[src/rtl/core/vqtk_pkg.sv]
// ----------------------------------------------------------------------------
// vqtk_pkg: shared types and constants of the Tokhura-distance VQ search
// Widths, command encoding and the fixed cepstral weight table.
// ----------------------------------------------------------------------------
package vqtk_pkg;

	// Geometry of the codebook and of one element
	localparam int CODEWORDS   = 32;
	localparam int ORDER       = 12;
	localparam int VALUE_WIDTH = 16;

	// Port field widths
	localparam int CODEWORD_W = 5;
	localparam int COEF_W     = 4;
	localparam int CFG_W      = 6;
	localparam int DIST_W     = 41;
	localparam int INDEX_W    = 5;

	// Derived widths
	localparam int DEPTH    = CODEWORDS * ORDER;
	localparam int ADDR_W   = $clog2(DEPTH);
	localparam int WORD_W   = (CODEWORDS > 1) ? $clog2(CODEWORDS) : 1;
	localparam int CNT_W    = $clog2(CODEWORDS + 1);
	localparam int POS_W    = $clog2(ORDER);
	localparam int DIFF_W   = VALUE_WIDTH + 1;
	localparam int SQ_W     = 2 * DIFF_W;
	localparam int WEIGHT_W = 6;
	localparam int TERM_W   = SQ_W + WEIGHT_W;

	// Command queue between front and back
	localparam int CMDQ_DEPTH = 2;
	localparam int CMDQ_PTR_W = $clog2(CMDQ_DEPTH);
	localparam int CMDQ_CNT_W = $clog2(CMDQ_DEPTH + 1);

	// Input kind codes
	localparam logic KIND_LOAD  = 1'b0;
	localparam logic KIND_QUERY = 1'b1;

	typedef enum logic [1:0] {
		OP_LOAD   = 2'd0,
		OP_QUERY  = 2'd1,
		OP_SEARCH = 2'd2
	} op_t;

	typedef struct packed {
		op_t                     op;
		logic [ADDR_W-1:0]       addr;
		logic [POS_W-1:0]        pos;
		logic [VALUE_WIDTH-1:0]  value;
	} cmd_t;

	// Tokhura cepstral weights
	function automatic logic [WEIGHT_W-1:0] tk_weight(input logic [POS_W-1:0] j);
		logic [WEIGHT_W-1:0] w;
		unique case (j)
			4'd0:    w = 6'd1;
			4'd1:    w = 6'd3;
			4'd2:    w = 6'd7;
			4'd3:    w = 6'd13;
			4'd4:    w = 6'd19;
			4'd5:    w = 6'd22;
			4'd6:    w = 6'd25;
			4'd7:    w = 6'd33;
			4'd8:    w = 6'd42;
			4'd9:    w = 6'd50;
			4'd10:   w = 6'd56;
			4'd11:   w = 6'd61;
			default: w = 6'd0;
		endcase
		return w;
	endfunction

endpackage

[src/rtl/core/vqtk_front.sv]
// ----------------------------------------------------------------------------
// vqtk_front: input classification
// Sort input items into loads, query elements and search starts; drop
// items with an element position or word index out of range.
// ----------------------------------------------------------------------------
module vqtk_front (
	input  logic                               in_valid,
	output logic                               in_ready,
	input  logic                               kind,
	input  logic [vqtk_pkg::CODEWORD_W-1:0]    codeword,
	input  logic [vqtk_pkg::COEF_W-1:0]        coef_index,
	input  logic signed [vqtk_pkg::VALUE_WIDTH-1:0] value,
	input  logic                               q_full,
	output logic                               q_push,
	output vqtk_pkg::cmd_t                     q_cmd
);
	import vqtk_pkg::*;

	logic pos_ok;
	logic word_ok;
	logic keep;

	assign pos_ok  = 32'(coef_index) < 32'(ORDER);
	assign word_ok = 32'(codeword) < 32'(CODEWORDS);
	assign keep    = pos_ok && ((kind == KIND_QUERY) || word_ok);

	assign in_ready = !q_full;
	assign q_push   = in_valid && !q_full && keep;

	always_comb begin
		q_cmd.addr  = ADDR_W'(ADDR_W'(codeword) * ADDR_W'(ORDER) + ADDR_W'(coef_index));
		q_cmd.pos   = POS_W'(coef_index);
		q_cmd.value = value;
		if (kind == KIND_LOAD) begin
			q_cmd.op = OP_LOAD;
		end else if (32'(coef_index) == 32'(ORDER - 1)) begin
			q_cmd.op = OP_SEARCH;
		end else begin
			q_cmd.op = OP_QUERY;
		end
	end

endmodule

[config.mk]
export PLATFORM = sky130hd
export DESIGN_NAME = vqtk_front
export DESIGN_NICKNAME = d
export VERILOG_FILES = /design/src/rtl/core/vqtk_pkg.sv /design/src/rtl/core/vqtk_front.sv
export SDC_FILE = /design/constraint.sdc
export NUM_CORES = 1
export LEC_CHECK = 0
export BUFFER_PORTS_ARGS = -buffer_cell sky130_fd_sc_hd__buf_4
export CORE_MARGIN = 3
export CORE_UTILIZATION = 40
export DETAILED_ROUTE_END_ITERATION = 7
export GPL_TIMING_DRIVEN = 0
export PLACE_DENSITY = 0.88
export SYNTH_ARGS = -nofsm -noshare
export SYNTH_HDL_FRONTEND = slang
export SYNTH_SLANG_ARGS = --single-unit
[constraint.sdc]
create_clock -name vclk -period 2.64
set_input_delay 0.264 -clock vclk [all_inputs]
set_output_delay 0.264 -clock vclk [all_outputs]
set_load 0.005 [all_outputs]
Word level (Yosys, flattened, before mapping)
Index checks and enable logic that the tools add are counted.
{"block": "classes", "n_addsub": 1, "multipliers": 1, "magnitude_cmp": 1, "eq_ne": 1, "muxes": 2, "reduce_logical": 3}
{"cell": "$add A9 B4 Y9", "count": 1}
{"cell": "$mul A5 B2 Y7 const B", "count": 1}
{"cell": "$eq A4 B4 Y1 const B", "count": 1}
{"cell": "$lt A4 B4 Y1 const B", "count": 1}
{"cell": "$mux W2", "count": 2}
{"cell": "$logic_and A1 B1 Y1", "count": 2}
{"cell": "$logic_not A1 Y1", "count": 1}
{"block": "word_totals", "ff_bits": 0, "elab_cells": 9}

Logic depth before layout (Yosys ltp)
{"block": "depth", "ltp_word": 3, "depth_mapped": 7, "mapped_depth_nobuf": 7}

Least setup slack after synthesis
OpenSTA, ideal clock, no wires.
{"block": "synth_path", "path_type": "input port to output port", "from": "input codeword[0] in the netlist's numbering", "to": "output q_cmd[28] in the netlist's numbering", "arrival_ps": 1774, "path_slack_ps": 602, "path_stages": 7, "n_path_buf": 0, "cell_sequence": "ha_1 fa_1 xnor2_2 nor3b_1 mux2_4 and3b_1 o2bb2ai_1"}
{"element": "start, declared", "line_no": "vqtk_front.sv:10", "source": "input logic [vqtk_pkg::CODEWORD_W-1:0] codeword,"}
{"element": "end, declared", "line_no": "vqtk_front.sv:15", "source": "output vqtk_pkg::cmd_t q_cmd"}

==> results_dict.tcl <==
set metrics [dict create \
    synth_common_cells "buf_4, ha_1, xnor2_1, a21oi_1, inv_1" \
    combPwrFrac_pct 100.0 \
    hp-class "in2out" \
    hpwlAfterDp_um 1291 \
    io_pins 61 \
    hold_ws_ns 0.6936 \
    gp_congestion 0.6553 \
    wire_per_inst_um 10.67 \
    yosysMostFrequentCell "buf_4" \
    viasPerCell 4.524 \
    yosys_warnings 0 \
    cp.arrival_ns 2.08 \
    ys_types 25 \
    grt_use_total_pct 13.53 \
    drive_above_1_share_pct 63.39 \
    post_cts_buffers 0 \
    first_pass_iters 2 \
    yosys.area.top_type "buf_4" \
    drcViolationCount 0 \
    maxCapViolations 0 \
    p_per_area_mw_per_mm2 214.9 \
    postSynthCellCount 67 \
    drt_iter0_markers 1 \
    status "complete, no violations" \
    synth_seq_area_share_pct 0 \
    min_period_over_period_pct 88.91 \
    power.switching_w 0.00007457 \
    seqPwrFrac_pct 0 \
    fmax_ghz 0.4260 \
    area_growth_pct 62.97 \
    setup.worst_path.end_class "output pin" \
    finalSetupViolations 0 \
    synth_area_leaders "buf_4, ha_1, xnor2_1" \
    core_mm2 0.001216 \
    routed_wl_um 1344 \
    flops_and_latches 0 \
    rsz0062_at_grt "false" \
    worstPathRequired_ns 2.38 \
    synth_top_area_share_pct 29.27 \
    vias 570 \
    netlist_area_um2 564.3 \
    fin_setup_tns_ns 0 \
    syn_nets 106 \
    power.internal_w 0.0001231 \
    die_w_um 43.56 \
    final-max-slew-violation-count 0 \
    fp.dieH_um 43.56 \
    ir_drop_v 0.0001211 \
    worst_pin_slew_ns 0.2845 \
    rows 12 \
    grt_overflow_total 0 \
    avgSynthCellArea_um2 8.422 \
    holdBufCountCts 0 \
    n_antenna_cell 0 \
    crit_type "in2out" \
    fp.dieArea_mm2 0.001897 \
    crit_fanout 5 \
    grt_pass1_vias 520 \
    fin_crit_ns 2.347 \
    initial_core_util_pct 46.40 \
    grt_pass1_wl_um 2132 \
    cp-start-kind "input pin" \
    cts_resized 0 \
    finalHoldViolations 0 \
    grt_max_degree 7 \
    regArea_um2 0 \
    fin_nets 153 \
    antenna_found_initial 0 \
    power_frac_clock_pct 0 \
    ant_nets 0 \
    p_leak_nw 0.5160 \
    nClkBuffers 0 \
    port_buffers 45 \
    relSlewSlack_pct 80.89 \
    sw_frac_of_total_pct 37.72 \
]
## cell type report
| cell class | count | area, µm² |
|---|---|---|
| multi-input combinational | 42 | 387.9 |
| timing repair buffer | 45 | 337.8 |
| fill | 114 | 296.5 |
| buffer | 22 | 165.2 |
| tap | 14 | 17.52 |
| inverter | 3 | 11.26 |
## routing by layer
layer | track usage [%] | share of wire (%) | wire, µm | up-vias
li1 | - | - | - | 291
met1 | 13.38 | 31 | 413 | 243
met2 | 28.78 | 57 | 761 | 34
met3 | 2.490 | 12 | 161 | 2
met4 | 1.205 | 0.60 | 8 | 0
met5 | 0 | 0 | 0 | -
## logic make-up after synthesis
logic type	synth area share (%)
adder cells (fa/ha/maj)	27.05
AND/OR/NAND/NOR	14.86
XOR/XNOR	12.20
multiplexers	6.208
buffers and inverters	31.26
AO/OA/AOI/OAI	8.427
## stage by stage
stage / util [%] / area, µm² / setup WS (ns) / power [W] / instances
2_1_floorplan: - / 564.3 / 0.6022 / 0.0001060 / 67
3_3_place_gp: 75.62 / 919.6 / 0.3199 / 0.0001958 / 126
3_5_place_dp: 75.62 / 919.6 / 0.2849 / 0.0002011 / 126
4_1_cts: 75.62 / 919.6 / 0.2822 / 0.0002016 / 126
5_1_grt: 75.62 / 919.6 / 0.1497 / 0.0002185 / 126
6_report: 75.62 / 919.6 / 0.2927 / 0.0001977 / 126
## layout by cell type (no fill, tap or decap), types with 2 or more instances in the layout
cell type  instances
a21oi_1            3
buf_4             67
fa_1               2
ha_1               9
inv_1              3
mux2i_1            2
nand2_1            2
nor2_1             2
nor3b_1            2
xnor2_1            5
## worst paths after layout
| path | start | endpoint | slack, ns | depth (start not counted) |
|---|---|---|---|---|
| setup / recovery | codeword[0] | q_cmd[28] | 0.29 | 9 |
| hold / removal | value[8] | q_cmd[8] | 0.69 | 2 |
## power by group through the flow
stage / registers, W / clock network, W / logic [W]
floorplan: 0 / 0 / 0.000106
global placement: 0 / 0 / 0.000196
detailed placement: 0 / 0 / 0.000201
CTS: 0 / 0 / 0.000202
global route: 0 / 0 / 0.000219
finish: 0 / 0 / 0.000198
## worst max-delay path: stages
cell       delay, ns
buf_4           0.12
ha_1            0.20
fa_1            0.42
xnor2_2         0.26
nor3b_1         0.09
mux2_4          0.30
and3b_1         0.17
o2bb2ai_1       0.14
buf_4           0.12
No activity file was read; power rests on OpenSTA's default activity.
