<file path="config.mk">
export PLATFORM = sky130hd
export DESIGN_NAME = vqtk_cmd_queue
export DESIGN_NICKNAME = d
export VERILOG_FILES = /design/src/rtl/core/vqtk_pkg.sv /design/src/rtl/core/vqtk_cmd_queue.sv
export SDC_FILE = /design/constraint.sdc
export NUM_CORES = 1
export LEC_CHECK = 0
export ABC_AREA = 1
export BUFFER_PORTS_ARGS = -buffer_cell sky130_fd_sc_hd__buf_2
export CORE_MARGIN = 8
export CORE_UTILIZATION = 40
export DETAILED_ROUTE_END_ITERATION = 10
export GPL_TIMING_DRIVEN = 0
export PLACE_DENSITY = 0.73
export SLEW_MARGIN = 20
export SYNTH_ARGS = -nofsm -noshare
export SYNTH_HDL_FRONTEND = slang
export SYNTH_SLANG_ARGS = --single-unit
export TNS_END_PERCENT = 10
</file>
<file path="constraint.sdc">
create_clock -name clk -period 2.7 [get_ports clk]
set_input_delay 0.54 -clock clk [delete_from_list [all_inputs] [get_ports clk]]
set_output_delay 0.54 -clock clk [all_outputs]
set_load 0.05 [all_outputs]
</file>
<file path="src/rtl/core/vqtk_pkg.sv">
// ----------------------------------------------------------------------------
// vqtk_pkg: shared types and constants of the Tokhura-distance VQ search
// Widths, command encoding and the fixed cepstral weight table.
// ----------------------------------------------------------------------------
package vqtk_pkg;

	// Geometry of the codebook and of one element
	localparam int CODEWORDS   = 32;
	localparam int ORDER       = 12;
	localparam int VALUE_WIDTH = 16;

	// Port field widths
	localparam int CODEWORD_W = 5;
	localparam int COEF_W     = 4;
	localparam int CFG_W      = 6;
	localparam int DIST_W     = 41;
	localparam int INDEX_W    = 5;

	// Derived widths
	localparam int DEPTH    = CODEWORDS * ORDER;
	localparam int ADDR_W   = $clog2(DEPTH);
	localparam int WORD_W   = (CODEWORDS > 1) ? $clog2(CODEWORDS) : 1;
	localparam int CNT_W    = $clog2(CODEWORDS + 1);
	localparam int POS_W    = $clog2(ORDER);
	localparam int DIFF_W   = VALUE_WIDTH + 1;
	localparam int SQ_W     = 2 * DIFF_W;
	localparam int WEIGHT_W = 6;
	localparam int TERM_W   = SQ_W + WEIGHT_W;

	// Command queue between front and back
	localparam int CMDQ_DEPTH = 2;
	localparam int CMDQ_PTR_W = $clog2(CMDQ_DEPTH);
	localparam int CMDQ_CNT_W = $clog2(CMDQ_DEPTH + 1);

	// Input kind codes
	localparam logic KIND_LOAD  = 1'b0;
	localparam logic KIND_QUERY = 1'b1;

	typedef enum logic [1:0] {
		OP_LOAD   = 2'd0,
		OP_QUERY  = 2'd1,
		OP_SEARCH = 2'd2
	} op_t;

	typedef struct packed {
		op_t                     op;
		logic [ADDR_W-1:0]       addr;
		logic [POS_W-1:0]        pos;
		logic [VALUE_WIDTH-1:0]  value;
	} cmd_t;

	// Tokhura cepstral weights
	function automatic logic [WEIGHT_W-1:0] tk_weight(input logic [POS_W-1:0] j);
		logic [WEIGHT_W-1:0] w;
		unique case (j)
			4'd0:    w = 6'd1;
			4'd1:    w = 6'd3;
			4'd2:    w = 6'd7;
			4'd3:    w = 6'd13;
			4'd4:    w = 6'd19;
			4'd5:    w = 6'd22;
			4'd6:    w = 6'd25;
			4'd7:    w = 6'd33;
			4'd8:    w = 6'd42;
			4'd9:    w = 6'd50;
			4'd10:   w = 6'd56;
			4'd11:   w = 6'd61;
			default: w = 6'd0;
		endcase
		return w;
	endfunction

endpackage

</file>
<file path="src/rtl/core/vqtk_cmd_queue.sv">
// ----------------------------------------------------------------------------
// vqtk_cmd_queue: short command FIFO
// Decouple the classifying front from the executing back.
// ----------------------------------------------------------------------------
module vqtk_cmd_queue (
	input  logic           clk,
	input  logic           arst_n,
	input  logic           push,
	input  vqtk_pkg::cmd_t push_cmd,
	output logic           full,
	input  logic           pop,
	output logic           head_valid,
	output vqtk_pkg::cmd_t head_cmd
);
	import vqtk_pkg::*;

	cmd_t                  entry_q [CMDQ_DEPTH];
	logic [CMDQ_PTR_W-1:0] wr_ptr_q;
	logic [CMDQ_PTR_W-1:0] rd_ptr_q;
	logic [CMDQ_CNT_W-1:0] count_q;

	function automatic logic [CMDQ_PTR_W-1:0] next_ptr(input logic [CMDQ_PTR_W-1:0] p);
		return (32'(p) == CMDQ_DEPTH - 1) ? '0 : CMDQ_PTR_W'(p + 1'b1);
	endfunction

	assign full       = 32'(count_q) == CMDQ_DEPTH;
	assign head_valid = count_q != '0;
	assign head_cmd   = entry_q[rd_ptr_q];

	always_ff @(posedge clk) begin
		if (push) begin
			entry_q[wr_ptr_q] <= push_cmd;
		end
	end

	always_ff @(posedge clk or negedge arst_n) begin
		if (!arst_n) begin
			wr_ptr_q <= '0;
			rd_ptr_q <= '0;
			count_q  <= '0;
		end else begin
			if (push) begin
				wr_ptr_q <= next_ptr(wr_ptr_q);
			end
			if (pop) begin
				rd_ptr_q <= next_ptr(rd_ptr_q);
			end
			if (push && !pop) begin
				count_q <= CMDQ_CNT_W'(count_q + 1'b1);
			end else if (pop && !push) begin
				count_q <= CMDQ_CNT_W'(count_q - 1'b1);
			end
		end
	end

endmodule

</file>
# After elaboration in Yosys (flattened, before gate mapping)
# Memories as Yosys holds them, arrays and structs flattened.
# Index checks and enable logic that the tools add are counted.
# word_totals
reg_bits	4
in_bits	35
memories	1
out_inout_bits	33
ram_bits	62
# mem_list
memory	words	width	read_ports	rd_clocked_by_memory_dff	write_ports	line	source
entry_q	2	31	1	0	1	vqtk_cmd_queue.sv:17	cmd_t entry_q [CMDQ_DEPTH];
# classes
n_eq_ne	1
addsub	4
reduce_logical	6
muxes	6
# op_table
op	n
2-to-1 mux 1 bit	4
2-to-1 mux 2 bit	2
nonzero test 2 bit	2
adder 1 bit (second input constant)	2
adder 2 x 1 -> 2 bit (second input constant)	1
equality test 2 bit (second input constant)	1
logical AND 1 bit	2
zero test 1 bit	2
subtractor 2 x 1 -> 2 bit (second input constant)	1

# Longest topological paths before layout
# logic_depth
ltp_word	4
ltp_mapped	7
depth_no_buf	7

# Worst setup path after synthesis
# OpenSTA, ideal clock, no wires.
# synth_timing
path_type	input port to flip-flop
startpoint	input port push
endpoint	memory entry_q[0][0] in the netlist's numbering, enable pin
setup_slack_ps	393
cell_stages	2
required_ps	2280
arrival_ps	1887
path_cell_list	inv_1 nor2_1
# synth_between
elab_chain_cells	2
# synth_lines
item	line	source
from (decl)	vqtk_cmd_queue.sv:8	input logic push,
2-to-1 mux 1 bit	vqtk_cmd_queue.sv:31	if (push) begin
2-to-1 mux 1 bit (implied by the code)	vqtk_cmd_queue.sv:32	entry_q[wr_ptr_q] <= push_cmd;
to (decl)	vqtk_cmd_queue.sv:17	
# No other way between the ends.

==> impl_metrics.py <==
metrics = {
    "setup_path": {
        "cp-start-kind": "flop",
        "critPathArrivalTime_ns": 1.50,
        "worstPathCellList": "buf_6, buf_12, mux2_4, buf_2",
        "cpMaxStageDelayCell": "dfrtp_1",
        "crit_fanout": 10,
        "cp.required_ns": 2.16,
        "end_kind": "primary output",
        "crit_path_max_incr_delay_ns": 0.37,
        "path_class": "flop to primary output",
    },
    "synth": {
        "synthMuxAreaShare_pct": 17.6,
        "ys_seq_area_share_pct": 75.5,
        "synth_edf_count": 62,
        "synth-xor-area-share_pct": 1.01,
        "synth_compound_area_share_pct": 0,
        "synth_flop_cell": "edfxtp_1",
        "ys_ff_latch": 66,
        "synth-simple-area-share_pct": 1.59,
        "syn_inst": 122,
        "yosys.cell_types.count": 14,
        "yosys.area_share.adder_pct": 0.482,
        "synthTopCellsByArea": "edfxtp_1 72%, mux2_4 17%, dfrtp_1 3.9%, buf_12 2.3%, inv_1 1.0%",
        "synth_top_area_share_pct": 71.7,
        "yosysMostFrequentCell": "edfxtp_1",
        "synth.net_count": 158,
        "async_flop_share_pct": 6.06,
        "synth_top_area_cell": "edfxtp_1",
        "syn_area_um2": 2600,
        "synth.avg_cell_area_um2": 21.3,
        "synth_top_family_by_area": "multiplexers",
        "yosysWarningCount": 0,
        "synthTopCellsByCount": "62 x edfxtp_1, 29 x mux2_4, 7 x inv_1",
    },
    "power": {
        "finalPower_uw": 3910,
        "p_switching_uw": 1590,
        "leakage_uw": 0.00134,
        "p_per_area_nw_per_um2": 1210,
        "power_frac_comb_pct": 46.5,
        "p_seq_share_pct": 36.7,
        "clkPwrFrac_pct": 16.8,
        "swShare_pct": 40.8,
        "intPower_uw": 2310,
        "vdd_drop_max_mv": 0.687,
    },
    "global_route": {
        "grt.overflow.total": 0,
        "track_usage_pct": 10.3,
        "grt_pass1_wl_mm": 6.92,
        "grt_antenna_before_repair": 0,
        "grt_max_degree": 32,
        "grt_pass1_vias": 1358,
    },
    "job": {
        "drv_cap": 0,
    },
    "timing": {
        "rsz0062_at_grt": "false",
        "worst_slack_ns": 0.661,
        "min_period_over_period_pct": 75.5,
        "min_period_ns": 2.04,
        "tightest_slew_ns": 0.713,
        "finClkSkew_ns": 0.00383,
        "report.final.slew_viol_count": 0,
        "setup_viol": 0,
        "hold_viol": 0,
        "fmax_mhz": 490,
        "relSlewSlack_pct": 52.4,
    },
    "detailed_routing": {
        "via_per_inst": 4.57,
        "route.detailed.drc": 0,
        "wirelength_mm": 4.67,
        "wl_per_cell_um": 16.6,
        "via_count": 1289,
        "drt_pass1_iterations": 4,
        "ant_nets": 0,
        "first_iter_violations": 27,
    },
    "finish": {
        "nets": 238,
        "drive_gt1_share_pct": 57.1,
        "syn_to_final_growth_pct": 24.1,
        "utilization_pct": 51.1,
        "layout.cells.non_filler": 282,
        "n_antenna_cell": 0,
        "final_area_um2": 3220,
    },
    "outcome": {
        "outcome": "finished clean",
    },
    "floorplan": {
        "core-area_um2": 6310,
        "io_pins": 68,
        "start_util_pct": 41.1,
        "rows": 29,
        "dieArea_um2": 9330,
        "die_h_um": 96.6,
        "die_x_um": 96.6,
    },
    "worst_hold_path": {
        "hp-class": "input pin to flop",
    },
    "clock_network": {
        "h-tree-depth": 3,
        "numCtsBuffers": 9,
        "cts_hold_buf": 1,
        "post_cts_buffers": 0,
        "ctsResizeCount": 0,
        "root_buffer": "clkbuf_8",
        "clock_latency_ns": 0.33,
        "cts_buffer_depth": 2,
        "path_clk_slew_ns": 0.07,
        "cts_sinks": 66,
        "cts_tree": "done",
    },
    "place": {
        "dp_hpwl_mm": 3.30,
        "place_congestion": 0.629,
        "placed_area_um2": 3060,
        "pre_cts_ws_ns": 0.999,
        "place_inst": 267,
        "numPortBuffers": 67,
    },
}
-- critical path: cells and delay by family (launching register included) --
kind,cells,cell delay (ns)
buffers and inverters,3,0.50
flip-flops,1,0.37
multiplexers,1,0.30
-- sequential cells by signal, indices dropped and copies added (netlist names) --
register	cells
entry_q	62
rd_ptr_q	1
count_q	2
wr_ptr_q	1
-- power groups by stage --
stage	clock, uW	sequential, uW	combinational [uW]
finish	657	1430	1820
global route	717	1460	1910
CTS	675	1440	1850
detailed placement	0	1460	1850
global placement	0	1450	1800
floorplan	0	1440	1500
-- metrics by stage --
| step | hold slack (ns) | setup TNS, ns |
|---|---|---|
| 5_1_grt | 0.372 | 0 |
| 2_1_floorplan | 0.244 | 0 |
| 3_3_place_gp | 0.351 | -17.84 |
| 6_report | 0.396 | 0 |
| 3_5_place_dp | 0.354 | 0 |
| 4_1_cts | 0.378 | 0 |
-- cell usage in the layout, fill, tap and decap left out, types with 2 or more instances in the layout --
| master | n |
|---|---|
| buf_2 | 67 |
| edfxtp_1 | 62 |
| mux2_4 | 29 |
| clkbuf_8 | 9 |
| inv_1 | 6 |
| nand2_1 | 6 |
| dfrtp_1 | 4 |
| buf_12 | 3 |
| mux2_2 | 2 |
| xor2_1 | 2 |
| clkinv_2 | 2 |
-- metal layers --
metal | up-vias | GRT usage [%] | part of all wire (%)
li1 | 617 | - | -
met1 | 618 | 11.5 | 41
met2 | 45 | 16.9 | 50
met3 | 9 | 3.01 | 6.6
met4 | 0 | 6.81 | 2.4
met5 | - | 0 | 0
-- cell families after synthesis --
kind of cell               Yosys count
buffers and inverters               11
muxes                               31
adders and majority gates            1
and+or+nand+nor                     10
xor gates and xnor gates             3
DFF                                 66
-- area by class of cell --
type	count	area (um^2)
plain buffers	4	71.3
clock buffers	10	128
clock inverters	4	21.3
fillers	530	3090
inverters	7	26.3
multi-input cells	45	546
flip-flops and latches	66	1960
well taps	77	96.3
repair buffers	69	373
-- path summary, 6_finish.rpt --
path,from,to,slack (ns),cells after the start
setup reg to reg,wr_ptr_q$_DFFE_PN0P_,entry_q[1][13]$_DFFE_PP_,1.28,2
max in group asynchronous,arst_n,rd_ptr_q$_DFFE_PN0P_,2.03,2
min in group asynchronous,arst_n,count_q[0]$_DFFE_PN0P_,0.54,2
hold / removal,push_cmd[21],entry_q[1][21]$_DFFE_PP_,0.40,1
hold reg to reg,count_q[1]$_DFFE_PN0P_,count_q[1]$_DFFE_PN0P_,0.48,2
setup / recovery,rd_ptr_q$_DFFE_PN0P_,head_cmd[8],0.66,4
No activity file was read; power rests on OpenSTA's default activity.
